--- config.mk ---
export PLATFORM = sky130hd
export DESIGN_NAME = lattice_checkerboard_index_map
export DESIGN_NICKNAME = d
export VERILOG_FILES = /design/src/rtl/lcim_pkg.sv /design/src/rtl/lcim_cfg.sv /design/src/rtl/lattice_checkerboard_index_map.sv
export SDC_FILE = /design/constraint.sdc
export NUM_CORES = 2
export LEC_CHECK = 0
export BUFFER_PORTS_ARGS = -buffer_cell sky130_fd_sc_hd__buf_2
export CORE_MARGIN = 8
export CORE_UTILIZATION = 38
export DETAILED_ROUTE_END_ITERATION = 7
export GPL_TIMING_DRIVEN = 0
export PLACE_DENSITY = 0.57
export SLEW_MARGIN = 20
export SYNTH_ARGS = -nofsm -noshare
export SYNTH_HDL_FRONTEND = slang
export SYNTH_SLANG_ARGS = --single-unit
--- constraint.sdc ---
create_clock -name clk -period 5.8 [get_ports clk]
set_input_delay 0.87 -clock clk [delete_from_list [all_inputs] [get_ports clk]]
set_output_delay 0.87 -clock clk [all_outputs]
set_load 0.005 [all_outputs]
--- src/rtl/lcim_pkg.sv ---
package lcim_pkg;

	// parameter defaults
	localparam int MAX_EXTENT_DEF = 64;
	localparam int MAX_COLORS_DEF = 8;

	// field widths
	localparam int EXT_CFG_W  = 7;
	localparam int COL_CFG_W  = 4;
	localparam int MODE_W     = 3;
	localparam int CFG_IDX_W  = 3;
	localparam int CFG_DATA_W = 7;
	localparam int COORD_W    = 6;
	localparam int DIR_W      = 2;
	localparam int ROW_W      = 3;
	localparam int SITE_W     = 24;
	localparam int LINK_W     = 26;
	localparam int COMP_W     = 9;
	localparam int PHASE_W    = 4;

	// working width of site arithmetic: one bit above the link field for the final halving
	localparam int WK_W  = LINK_W + 1;
	// working width of component arithmetic
	localparam int CMP_W = COMP_W + 1;

	// layout modes
	localparam logic [MODE_W-1:0] MODE_WILSON_GAUGE = 3'd0;
	localparam logic [MODE_W-1:0] MODE_HEATBATH     = 3'd1;
	localparam logic [MODE_W-1:0] MODE_STAG_BLOCK   = 3'd2;
	localparam logic [MODE_W-1:0] MODE_WILSON_FERM  = 3'd3;
	localparam logic [MODE_W-1:0] MODE_STAG_FERM    = 3'd4;
	localparam logic [MODE_W-1:0] MODE_STAG_GAUGE   = 3'd5;

	// register indexes
	localparam logic [CFG_IDX_W-1:0] REG_SIZE_X    = 3'd0;
	localparam logic [CFG_IDX_W-1:0] REG_SIZE_Y    = 3'd1;
	localparam logic [CFG_IDX_W-1:0] REG_SIZE_Z    = 3'd2;
	localparam logic [CFG_IDX_W-1:0] REG_SIZE_T    = 3'd3;
	localparam logic [CFG_IDX_W-1:0] REG_COLORS    = 3'd4;
	localparam logic [CFG_IDX_W-1:0] REG_LAYOUT    = 3'd5;
	localparam logic [CFG_IDX_W-1:0] REG_HALF      = 3'd6;
	localparam logic [CFG_IDX_W-1:0] REG_ALT_PHASE = 3'd7;

	// reset values
	localparam logic [EXT_CFG_W-1:0] RST_EXTENT = 7'd4;
	localparam logic [COL_CFG_W-1:0] RST_COLORS = 4'd3;

	typedef struct packed {
		logic [EXT_CFG_W-1:0] size_x;
		logic [EXT_CFG_W-1:0] size_y;
		logic [EXT_CFG_W-1:0] size_z;
		logic [EXT_CFG_W-1:0] size_t;
		logic [COL_CFG_W-1:0] colors;
		logic [MODE_W-1:0]    layout_mode;
		logic                 half_lattice;
		logic                 alt_phase_convention;
	} cfg_t;

endpackage

--- src/rtl/lcim_cfg.sv ---
module lcim_cfg (
	input  logic                           clk,
	input  logic                           arst_n,
	input  logic                           cfg_valid,
	output logic                           cfg_ready,
	input  logic [lcim_pkg::CFG_IDX_W-1:0]  cfg_index,
	input  logic [lcim_pkg::CFG_DATA_W-1:0] cfg_data,
	output lcim_pkg::cfg_t                 cfg
);
	import lcim_pkg::*;

	cfg_t cfg_q;

	assign cfg_ready = 1'b1;
	assign cfg       = cfg_q;

	always_ff @(posedge clk or negedge arst_n) begin
		if (!arst_n) begin
			cfg_q.size_x               <= RST_EXTENT;
			cfg_q.size_y               <= RST_EXTENT;
			cfg_q.size_z               <= RST_EXTENT;
			cfg_q.size_t               <= RST_EXTENT;
			cfg_q.colors               <= RST_COLORS;
			cfg_q.layout_mode          <= MODE_WILSON_GAUGE;
			cfg_q.half_lattice         <= 1'b0;
			cfg_q.alt_phase_convention <= 1'b0;
		end else if (cfg_valid && cfg_ready) begin
			unique case (cfg_index)
				REG_SIZE_X:    cfg_q.size_x <= cfg_data[EXT_CFG_W-1:0];
				REG_SIZE_Y:    cfg_q.size_y <= cfg_data[EXT_CFG_W-1:0];
				REG_SIZE_Z:    cfg_q.size_z <= cfg_data[EXT_CFG_W-1:0];
				REG_SIZE_T:    cfg_q.size_t <= cfg_data[EXT_CFG_W-1:0];
				REG_COLORS:    cfg_q.colors <= cfg_data[COL_CFG_W-1:0];
				REG_LAYOUT:    cfg_q.layout_mode <= cfg_data[MODE_W-1:0];
				REG_HALF:      cfg_q.half_lattice <= cfg_data[0];
				REG_ALT_PHASE: cfg_q.alt_phase_convention <= cfg_data[0];
				default: ;
			endcase
		end
	end

endmodule

--- src/rtl/lattice_checkerboard_index_map.sv ---
// an input transfer passes the stage 1, 2 and 3 registers and then the output registers
// throughput: one item per cycle while the output does not stall; stages one to three each hold several multiplies
// a stalled output fills bubbles upstream before the input stalls
// reset: pipeline valid bits clear, extents 4, colors 3, other config registers 0
module lattice_checkerboard_index_map #(
	parameter int MAX_EXTENT = lcim_pkg::MAX_EXTENT_DEF,
	parameter int MAX_COLORS = lcim_pkg::MAX_COLORS_DEF
) (
	input  logic                           clk,
	input  logic                           arst_n,
	input  logic                           cfg_valid,
	output logic                           cfg_ready,
	input  logic [lcim_pkg::CFG_IDX_W-1:0]  cfg_index,
	input  logic [lcim_pkg::CFG_DATA_W-1:0] cfg_data,
	input  logic                           in_valid,
	output logic                           in_stall,
	input  logic [lcim_pkg::COORD_W-1:0]    coord_x,
	input  logic [lcim_pkg::COORD_W-1:0]    coord_y,
	input  logic [lcim_pkg::COORD_W-1:0]    coord_z,
	input  logic [lcim_pkg::COORD_W-1:0]    coord_t,
	input  logic [lcim_pkg::DIR_W-1:0]      direction,
	input  logic [lcim_pkg::ROW_W-1:0]      mat_row,
	input  logic [lcim_pkg::ROW_W-1:0]      mat_col,
	input  logic                           imag_part,
	output logic                           out_valid,
	input  logic                           out_stall,
	output logic [lcim_pkg::SITE_W-1:0]     dest_site,
	output logic [lcim_pkg::LINK_W-1:0]     dest_link,
	output logic [lcim_pkg::COMP_W-1:0]     dest_component,
	output logic [lcim_pkg::PHASE_W-1:0]    phase_bits,
	output logic                           site_absent,
	output logic                           no_move
);
	import lcim_pkg::*;

	localparam int EW = $clog2(MAX_EXTENT + 1);
	localparam int CW = $clog2(MAX_COLORS + 1);

	cfg_t cfg;

	lcim_cfg u_cfg (
		.clk       (clk),
		.arst_n    (arst_n),
		.cfg_valid (cfg_valid),
		.cfg_ready (cfg_ready),
		.cfg_index (cfg_index),
		.cfg_data  (cfg_data),
		.cfg       (cfg)
	);

	// saturated extents and colors
	logic [EW-1:0] lx, ly, lz, lt;
	logic [CW-1:0] nc;

	assign lx = (int'(cfg.size_x) > MAX_EXTENT) ? EW'(MAX_EXTENT) : EW'(cfg.size_x);
	assign ly = (int'(cfg.size_y) > MAX_EXTENT) ? EW'(MAX_EXTENT) : EW'(cfg.size_y);
	assign lz = (int'(cfg.size_z) > MAX_EXTENT) ? EW'(MAX_EXTENT) : EW'(cfg.size_z);
	assign lt = (int'(cfg.size_t) > MAX_EXTENT) ? EW'(MAX_EXTENT) : EW'(cfg.size_t);
	assign nc = (int'(cfg.colors) > MAX_COLORS) ? CW'(MAX_COLORS) : CW'(cfg.colors);

	// pipeline flow control: a stage loads when empty or when the next one moves
	logic v1_s1, v2_s2, v3_s3;
	logic rdy1, rdy2, rdy3, rdy4;

	assign rdy4     = !out_valid || !out_stall;
	assign rdy3     = !v3_s3 || rdy4;
	assign rdy2     = !v2_s2 || rdy3;
	assign rdy1     = !v1_s1 || rdy2;
	assign in_stall = !rdy1;

	always_ff @(posedge clk or negedge arst_n) begin
		if (!arst_n) begin
			v1_s1     <= 1'b0;
			v2_s2     <= 1'b0;
			v3_s3     <= 1'b0;
			out_valid <= 1'b0;
		end else begin
			if (rdy1) v1_s1 <= in_valid;
			if (rdy2) v2_s2 <= v1_s1;
			if (rdy3) v3_s3 <= v2_s2;
			if (rdy4) out_valid <= v3_s3;
		end
	end

	// stage 1: innermost horner terms, parity, phases, component seeds
	logic                 par_c;
	logic                 is_stag_phase;
	logic [PHASE_W-1:0]   phase_c;
	logic [DIR_W-1:0]     mu_next;
	logic [WK_W-1:0]      a1_c, b1_c, h1_c;
	logic [2*EW-1:0]      vxy_c, vzt_c;
	logic [CMP_W-1:0]     ca1_c, cd1_c;

	assign par_c   = coord_x[0] ^ coord_y[0] ^ coord_z[0] ^ coord_t[0];
	assign mu_next = direction + 2'd1;
	assign is_stag_phase = (cfg.layout_mode == MODE_STAG_BLOCK)
		|| (cfg.layout_mode == MODE_STAG_GAUGE);

	always_comb begin
		phase_c = '0;
		if (is_stag_phase) begin
			if (cfg.alt_phase_convention) begin
				phase_c = {1'b0, coord_t[0] ^ coord_x[0] ^ coord_y[0],
					coord_t[0] ^ coord_x[0], coord_t[0]};
			end else begin
				phase_c = {coord_x[0] ^ coord_y[0] ^ coord_z[0],
					coord_x[0] ^ coord_y[0], coord_x[0], 1'b0};
			end
		end
	end

	// canonical, staggered and heat-bath orderings each start from their own inner pair
	assign a1_c  = WK_W'(coord_z) + WK_W'(lz) * WK_W'(coord_t);
	assign b1_c  = WK_W'(coord_y) + WK_W'(ly) * WK_W'(coord_z);
	assign h1_c  = WK_W'(coord_x) + WK_W'(lx) * WK_W'(coord_t);
	assign vxy_c = (2*EW)'(lx) * (2*EW)'(ly);
	assign vzt_c = (2*EW)'(lz) * (2*EW)'(lt);
	assign ca1_c = CMP_W'(mat_col) + CMP_W'(nc) * CMP_W'(direction);
	assign cd1_c = CMP_W'(mat_row) + CMP_W'(nc) * CMP_W'(direction);

	logic [COORD_W-1:0] x_s1, y_s1, z_s1, t_s1;
	logic [DIR_W-1:0]   mu_s1, mun_s1;
	logic [ROW_W-1:0]   row_s1, col_s1;
	logic               r_s1, p_s1;
	logic [PHASE_W-1:0] phase_s1;
	logic [WK_W-1:0]    a1_s1, b1_s1, h1_s1;
	logic [2*EW-1:0]    vxy_s1, vzt_s1;
	logic [CMP_W-1:0]   ca1_s1, cd1_s1;

	always_ff @(posedge clk) begin
		if (rdy1) begin
			x_s1     <= coord_x;
			y_s1     <= coord_y;
			z_s1     <= coord_z;
			t_s1     <= coord_t;
			mu_s1    <= direction;
			mun_s1   <= mu_next;
			row_s1   <= mat_row;
			col_s1   <= mat_col;
			r_s1     <= imag_part;
			p_s1     <= par_c;
			phase_s1 <= phase_c;
			a1_s1    <= a1_c;
			b1_s1    <= b1_c;
			h1_s1    <= h1_c;
			vxy_s1   <= vxy_c;
			vzt_s1   <= vzt_c;
			ca1_s1   <= ca1_c;
			cd1_s1   <= cd1_c;
		end
	end

	// stage 2: middle horner terms, volume, component inner term by mode
	logic [WK_W-1:0]  a2_c, b2_c, h2_c, vol_c;
	logic [4*EW-1:0]  vol_full;
	logic [CMP_W-1:0] cm1, g_c;

	assign a2_c     = WK_W'(y_s1) + WK_W'(ly) * a1_s1;
	assign b2_c     = WK_W'(x_s1) + WK_W'(lx) * b1_s1;
	assign h2_c     = WK_W'(y_s1) + WK_W'(ly) * h1_s1;
	assign vol_full = (4*EW)'(vxy_s1) * (4*EW)'(vzt_s1);
	assign vol_c    = WK_W'(vol_full);
	assign cm1      = CMP_W'({mun_s1, r_s1});

	always_comb begin
		unique case (cfg.layout_mode) inside
			MODE_WILSON_GAUGE: g_c = CMP_W'(row_s1) + CMP_W'(nc) * ca1_s1;
			MODE_HEATBATH:     g_c = CMP_W'(row_s1) + CMP_W'(nc) * cm1;
			MODE_STAG_BLOCK:   g_c = CMP_W'(col_s1) + CMP_W'(nc) * CMP_W'(row_s1);
			MODE_WILSON_FERM, MODE_STAG_FERM: g_c = cd1_s1;
			default:           g_c = CMP_W'(col_s1) + CMP_W'(nc) * cd1_s1;
		endcase
	end

	logic [COORD_W-1:0] x_s2, z_s2, t_s2;
	logic [DIR_W-1:0]   mu_s2;
	logic [ROW_W-1:0]   col_s2;
	logic               r_s2, p_s2;
	logic [PHASE_W-1:0] phase_s2;
	logic [WK_W-1:0]    a2_s2, b2_s2, h2_s2, vol_s2;
	logic [CMP_W-1:0]   g_s2;

	always_ff @(posedge clk) begin
		if (rdy2) begin
			x_s2     <= x_s1;
			z_s2     <= z_s1;
			t_s2     <= t_s1;
			mu_s2    <= mu_s1;
			col_s2   <= col_s1;
			r_s2     <= r_s1;
			p_s2     <= p_s1;
			phase_s2 <= phase_s1;
			a2_s2    <= a2_c;
			b2_s2    <= b2_c;
			h2_s2    <= h2_c;
			vol_s2   <= vol_c;
			g_s2     <= g_c;
		end
	end

	// stage 3: outer horner terms, direction offset, finished component
	logic [WK_W-1:0]    xa_prod, canon_c, canone_c, stag_c, hb_c, volmu_c;
	logic [COORD_W-1:0] x_even;
	logic [CMP_W-1:0]   comp_c;

	assign x_even   = {x_s2[COORD_W-1:1], 1'b0};
	assign xa_prod  = WK_W'(lx) * a2_s2;
	assign canon_c  = WK_W'(x_s2) + xa_prod;
	assign canone_c = WK_W'(x_even) + xa_prod;
	assign stag_c   = WK_W'(t_s2) + WK_W'(lt) * b2_s2;
	assign hb_c     = WK_W'(z_s2) + WK_W'(lz) * h2_s2;
	assign volmu_c  = vol_s2 * WK_W'(mu_s2);
	assign comp_c   = (cfg.layout_mode == MODE_HEATBATH)
		? CMP_W'(col_s2) + CMP_W'(nc) * g_s2
		: {g_s2[CMP_W-2:0], r_s2};

	logic               p_s3;
	logic [PHASE_W-1:0] phase_s3;
	logic [WK_W-1:0]    canon_s3, canone_s3, stag_s3, hb_s3, vol_s3, volmu_s3;
	logic [CMP_W-1:0]   comp_s3;

	always_ff @(posedge clk) begin
		if (rdy3) begin
			p_s3      <= p_s2;
			phase_s3  <= phase_s2;
			canon_s3  <= canon_c;
			canone_s3 <= canone_c;
			stag_s3   <= stag_c;
			hb_s3     <= hb_c;
			vol_s3    <= vol_s2;
			volmu_s3  <= volmu_c;
			comp_s3   <= comp_c;
		end
	end

	// stage 4: checkerboard offset, halving and layout select
	logic [WK_W-1:0]    sum_even, sum_odd, sum_stag, blk_site, blk_link;
	logic [SITE_W-1:0]  site_nx;
	logic [LINK_W-1:0]  link_nx;
	logic [COMP_W-1:0]  comp_nx;
	logic               absent_nx, nomove_nx;

	assign sum_even = canone_s3 + (p_s3 ? vol_s3 : '0);
	assign sum_odd  = canone_s3 + (p_s3 ? '0 : vol_s3);
	assign sum_stag = stag_s3 + (p_s3 ? vol_s3 : '0);
	assign blk_site = (stag_s3 >> 1) + (p_s3 ? (vol_s3 >> 1) : '0);
	assign blk_link = blk_site + volmu_s3;

	always_comb begin
		site_nx   = canon_s3[SITE_W-1:0];
		link_nx   = '0;
		comp_nx   = comp_s3[COMP_W-1:0];
		absent_nx = 1'b0;
		nomove_nx = 1'b0;
		unique case (cfg.layout_mode)
			MODE_WILSON_GAUGE: site_nx = sum_even[SITE_W:1];
			MODE_HEATBATH:     site_nx = hb_s3[SITE_W-1:0];
			MODE_STAG_BLOCK: begin
				site_nx = blk_site[SITE_W-1:0];
				link_nx = blk_link[LINK_W-1:0];
			end
			MODE_WILSON_FERM: begin
				if (cfg.half_lattice) begin
					site_nx   = canone_s3[SITE_W:1];
					nomove_nx = 1'b1;
				end else begin
					site_nx = sum_odd[SITE_W:1];
				end
			end
			MODE_STAG_FERM: begin
				if (!cfg.half_lattice) begin
					site_nx = sum_stag[SITE_W:1];
				end else if (p_s3) begin
					// odd site is not stored in a one-checkerboard field
					site_nx   = '0;
					comp_nx   = '0;
					absent_nx = 1'b1;
				end else begin
					site_nx = stag_s3[SITE_W:1];
				end
			end
			default: nomove_nx = 1'b1;
		endcase
	end

	always_ff @(posedge clk) begin
		if (rdy4) begin
			dest_site      <= site_nx;
			dest_link      <= link_nx;
			dest_component <= comp_nx;
			phase_bits     <= phase_s3;
			site_absent    <= absent_nx;
			no_move        <= nomove_nx;
		end
	end

	a_absent_zero: assert property (@(posedge clk) disable iff (!arst_n)
		out_valid && site_absent |->
			dest_site == '0 && dest_link == '0 && dest_component == '0)
		else $error("absent site carries a nonzero index");

	a_link_moved: assert property (@(posedge clk) disable iff (!arst_n)
		out_valid && dest_link != '0 |-> !no_move && !site_absent)
		else $error("link index on an unmoved or absent site");

	a_flags_excl: assert property (@(posedge clk) disable iff (!arst_n)
		out_valid && no_move |-> !site_absent)
		else $error("site both absent and unmoved");

	a_advance: assert property (@(posedge clk) disable iff (!arst_n)
		out_valid && !out_stall && v3_s3 |=> out_valid)
		else $error("stage 3 item lost on output transfer");

	a_enter: assert property (@(posedge clk) disable iff (!arst_n)
		in_valid && !in_stall |=> v1_s1)
		else $error("input transfer did not reach stage 1");

endmodule
==> summary.md <==
| Metric | Value |
|---|---|
| R2r worst-path depth | 19 |
| Worst Setup Path Type | reg -> reg |
| Top post-synthesis cells by area | fa_1 24%, edfxtp_1 22%, ha_1 14% |
| Largest family of logic cells by synthesized area | adder cells |
| Final period utilization | 107.4% |
| Worst EP required | 6.20 ns |
| Share of layout cells above drive strength 1 | 10.78% |
| WL final | 210900 um |
| Run status | complete, but fails checks |
| RePlAce Congestion | 0.9656 |
| Top_reg_cell synth | edfxtp_1 |
| RR Endpoint | vol_s2[26] |
| HP Class | in -> async |
| Starting Density | 38.09% |
| Slew margin rel. | 18.25% |
| Yosys top cell by area | fa_1 |
| Final instance count without filler cells | 9668 |
| Hold_buf cts | 0 |
| Total number of vias | 50490 |
| RSZ-0062 raised after global routing | true |
| GRT Total Usage | approximately 22% |
| Warnings from Yosys | 0 |
| Final Hold Viols | 0 |
| Top-area cell type share of the netlist area | 23.91% |
| CP Launch Point | vxy_s1[6] |
| WP depth | 19 |
| CP max stage cell | edfxtp_1 |
| Vias in the first global route | 51960 |
| TritonCTS clock tree | yes |
| Placed cell count | 9411 |
| Final #Nets | 8869 |
| Multi-input gate area | 49110 sq um |
| Final Slew Violations | 0 |
| Drt initial violations | between 3000 and 4000 |
| Grt ovf | 0 |
| Worst-Skew Late Latency | a little under 0.7 ns |
| Sequential-to-total area share from yosys stat | between 20% and 30% |
| Failing checks | setup timing |
| Worst Setup Slack, final | -0.4288 ns |
| Cell Rows | 155 |
| Htree depth | 3 |
| Post-Synth Simple-Gate Area | between 10% and 20% |
| Die X | about 440 um |
| Clk buf depth | 3 |
| Final setup violation count | 19 |
| End point of the critical path | vol_s2[26] |
| CTS root buffer | clkbuf_16 |
| Max-cap viol count | 0 |
| Layout Skew | about 0.027 ns |
| DIE AREA | 192000 sq um |
| Crit path DAT | 6.63 ns |
| Tmin final | 6.229 ns |
| Post-synth EDFFs | 490 |
| Place WS | -1.654 ns |
| FILL cells | 17220 |
| Crit-path cells | buf_8 > buf_6 > nand2_1 > fa_1 > fa_1 > inv_1 > ha_1 > fa_1 > fa_1 > fa_1 > ha_4 > a211o_1 > o31a_1 > a41o_1 > o31ai_4 > o311ai_2 > a21o_1 > a21oi_4 > xnor2_2 |
| DR vias/cell | 5.223 |
| Synth Area in Adders | about two fifths |
| CTS Buf Count | 69 |
| Slew @ Worst Pin | 1.222 ns |
| Global-route wire length before repair | 317900 um |
| Top delay family on crit path | adder cells |
| WP buf/inv | 3 |
| Mux cell area share after synthesis | 0.7352% |
| Critical Path Fanout Max | 6 |
| Post-synthesis cell area | 67730 sq um |
| IO Count | 116 |
| FF/Latch Area | 15750 sq um |
| Setup crit end kind | register |
| Seq cells post-synth | 531 |
| WL/cell | 21.81 um |
| FMAX | 0.1605 GHz |
| Worst R2R Start | vxy_s1[6] |
| Syn-to-layout area delta | 13.70% |
| Antenna violations before repair | 21 |
| Die Span Y | 438.2 um |
| Reg clk slew, reported paths | 0.06 ns |
| CTS Sinks | between 500 and 600 |
| Avg Inst Size Synth | ~10 sq um |
| Post-Synth XOR/XNOR Area | 5.405% |
| Flop2flop setup slack | -0.43 ns |
| Cell repeated most along the worst path | fa_1 |
| Max incr delay on CP | 0.57 ns |
| Input/output buffers | 112 |
| Core ar. | 177800 sq um |
| ANT nets after route | 0 |
| Ys async rst share | 7.721% |
| Largest net degree at the start of global routing | roughly 100 |
| Hpwl dp | roughly 170000 um |
| Compound-Gate Fraction of Synth Area | 9.519% |
| Startpoint Class | register |
| Cell count after synthesis | just under 7000 |
| # DRC | 0 |
| Synth unique cells | 95 |
| First-pass DRT Iterations | 7 |
==> layer usage <==
layer / vias up / GRT usage, % / routed length, um
met5: - / 0 / 0
met4: 0 / 8.588 / 9607
met2: 1392 / 36.83 / 99610
li1: 23440 / - / -
met1: 25330 / 27.99 / 90660
met3: 329 / 2.938 / 10980
==> flip-flops by register name (all words and copies together) (netlist names), 25 cells and up <==
register,count
canone_s3,25
dest_link,26
stag_s3,27
u_cfg.cfg,37
vol_s2,27
vol_s3,27
volmu_s3,26
==> cell families after synthesis <==
| family | after synthesis |
|---|---|
| compound gates | 977 |
| xor+xnor | 415 |
| fa+ha+maj | 1578 |
| buf+inv | 1169 |
| flops | 531 |
| mux | 45 |
| other cells | 2 |
| simple gates | 2215 |
==> placed cells by master, fill, tap and decap left out, types with 43 or more instances in the layout <==
cell       Yosys  final
inv_1        943    930
fa_1         809    797
nand2_1      808    789
ha_1         769    746
and2_1       747    745
edfxtp_1     490    490
xnor2_1      302    281
a21oi_1      289    270
nor2_1       249    239
o21ai_0      161    149
buf_4          2    124
a21o_1       121    121
buf_2          0    118
clkbuf_1     215    106
xor2_1       111    102
nor2b_1      102     83
clkbuf_16      0     79
nor3_1        75     66
o21bai_1      60     60
nand3_1       50     47
clkbuf_2       0     46
o21a_1        43     43
nand2b_1      45     43
==> worst reg2reg max path, stage by stage, from the launching register on <==
cell and delay, ns:
edfxtp_1 0.57, buf_8 0.19, buf_6 0.11, nand2_1 0.07
fa_1 0.50, fa_1 0.53, inv_1 0.05, ha_1 0.29
fa_1 0.57, fa_1 0.45, fa_1 0.57, ha_4 0.23
a211o_1 0.25, o31a_1 0.29, a41o_1 0.27, o31ai_4 0.28
o311ai_2 0.16, a21o_1 0.25, a21oi_4 0.22, xnor2_2 0.11
==> final cells by class <==
cell class                 count  share of cell area (%)
antenna                       14                 0.04549
buffer                       216                   1.890
clock buffer                  90                   2.494
clock inverter                37                  0.5199
inverter                     943                   4.606
multi-input combinational   5233                   63.77
sequential                   531                   20.45
tap                         2355                   3.826
timing repair buffer         249                   2.398
==> stage by stage <==
stage	hold WS, ns	area (sq um)	setup TNS, ns	util, %
floorplan	0.4003	67750	-0.01990	-
global placement	0.4022	71260	-716.63	40.07
detailed placement	0.4045	71550	-85.78	40.24
CTS	0.2034	75900	-2.875	42.68
global route	0.2521	76980	-6.832	43.29
finish	0.2379	77010	-3.330	43.30
==> synthesized netlist by cell type, types with 10 or more instances <==
cell type,instances
or3_1,26
a22oi_1,14
nand3_1,50
a21boi_0,10
o31ai_1,12
a21o_1,121
o221ai_1,11
nor4_1,10
nand2b_1,45
nor2_1,249
a21oi_1,289
edfxtp_1,490
a221oi_1,26
o22ai_1,20
mux2_2,38
a221o_1,14
nand4_1,22
o21ai_1,15
nor2b_1,102
nand2_1,808
o21a_1,43
inv_1,943
clkbuf_1,215
nor3_1,75
xnor2_1,302
a31oi_1,23
o21bai_1,60
fa_1,809
o211ai_1,14
and2_1,747
and3_1,36
o41ai_1,12
a211oi_1,43
xor2_1,111
dfrtp_1,35
ha_1,769
o21ai_0,161
==> worst min-delay path by stage <==
| stage | to | cells past startpoint | from |
|---|---|---|---|
| 2_1_floorplan | mu_s2[0] | 0 | mu_s1[0] |
| 3_3_place_gp | z_s2[5] | 0 | z_s1[5] |
| 3_5_place_dp | mu_s2[0] | 0 | mu_s1[0] |
| 4_1_cts | out_valid | 1 | arst_n |
| 5_1_grt | out_valid | 1 | arst_n |
| 6_report | out_valid | 1 | arst_n |
==> what timing repair did <==
action,4_1_cts,5_1_grt
hold endpoints to repair,0,0
setup endpoints to repair,132,70
pin swaps,55,106
resized for setup,380,239
buffers inserted,74,56
Power is left out: the tool's default activity adds up to more than one toggle a clock period on the data nets, which glitch-free logic cannot reach.
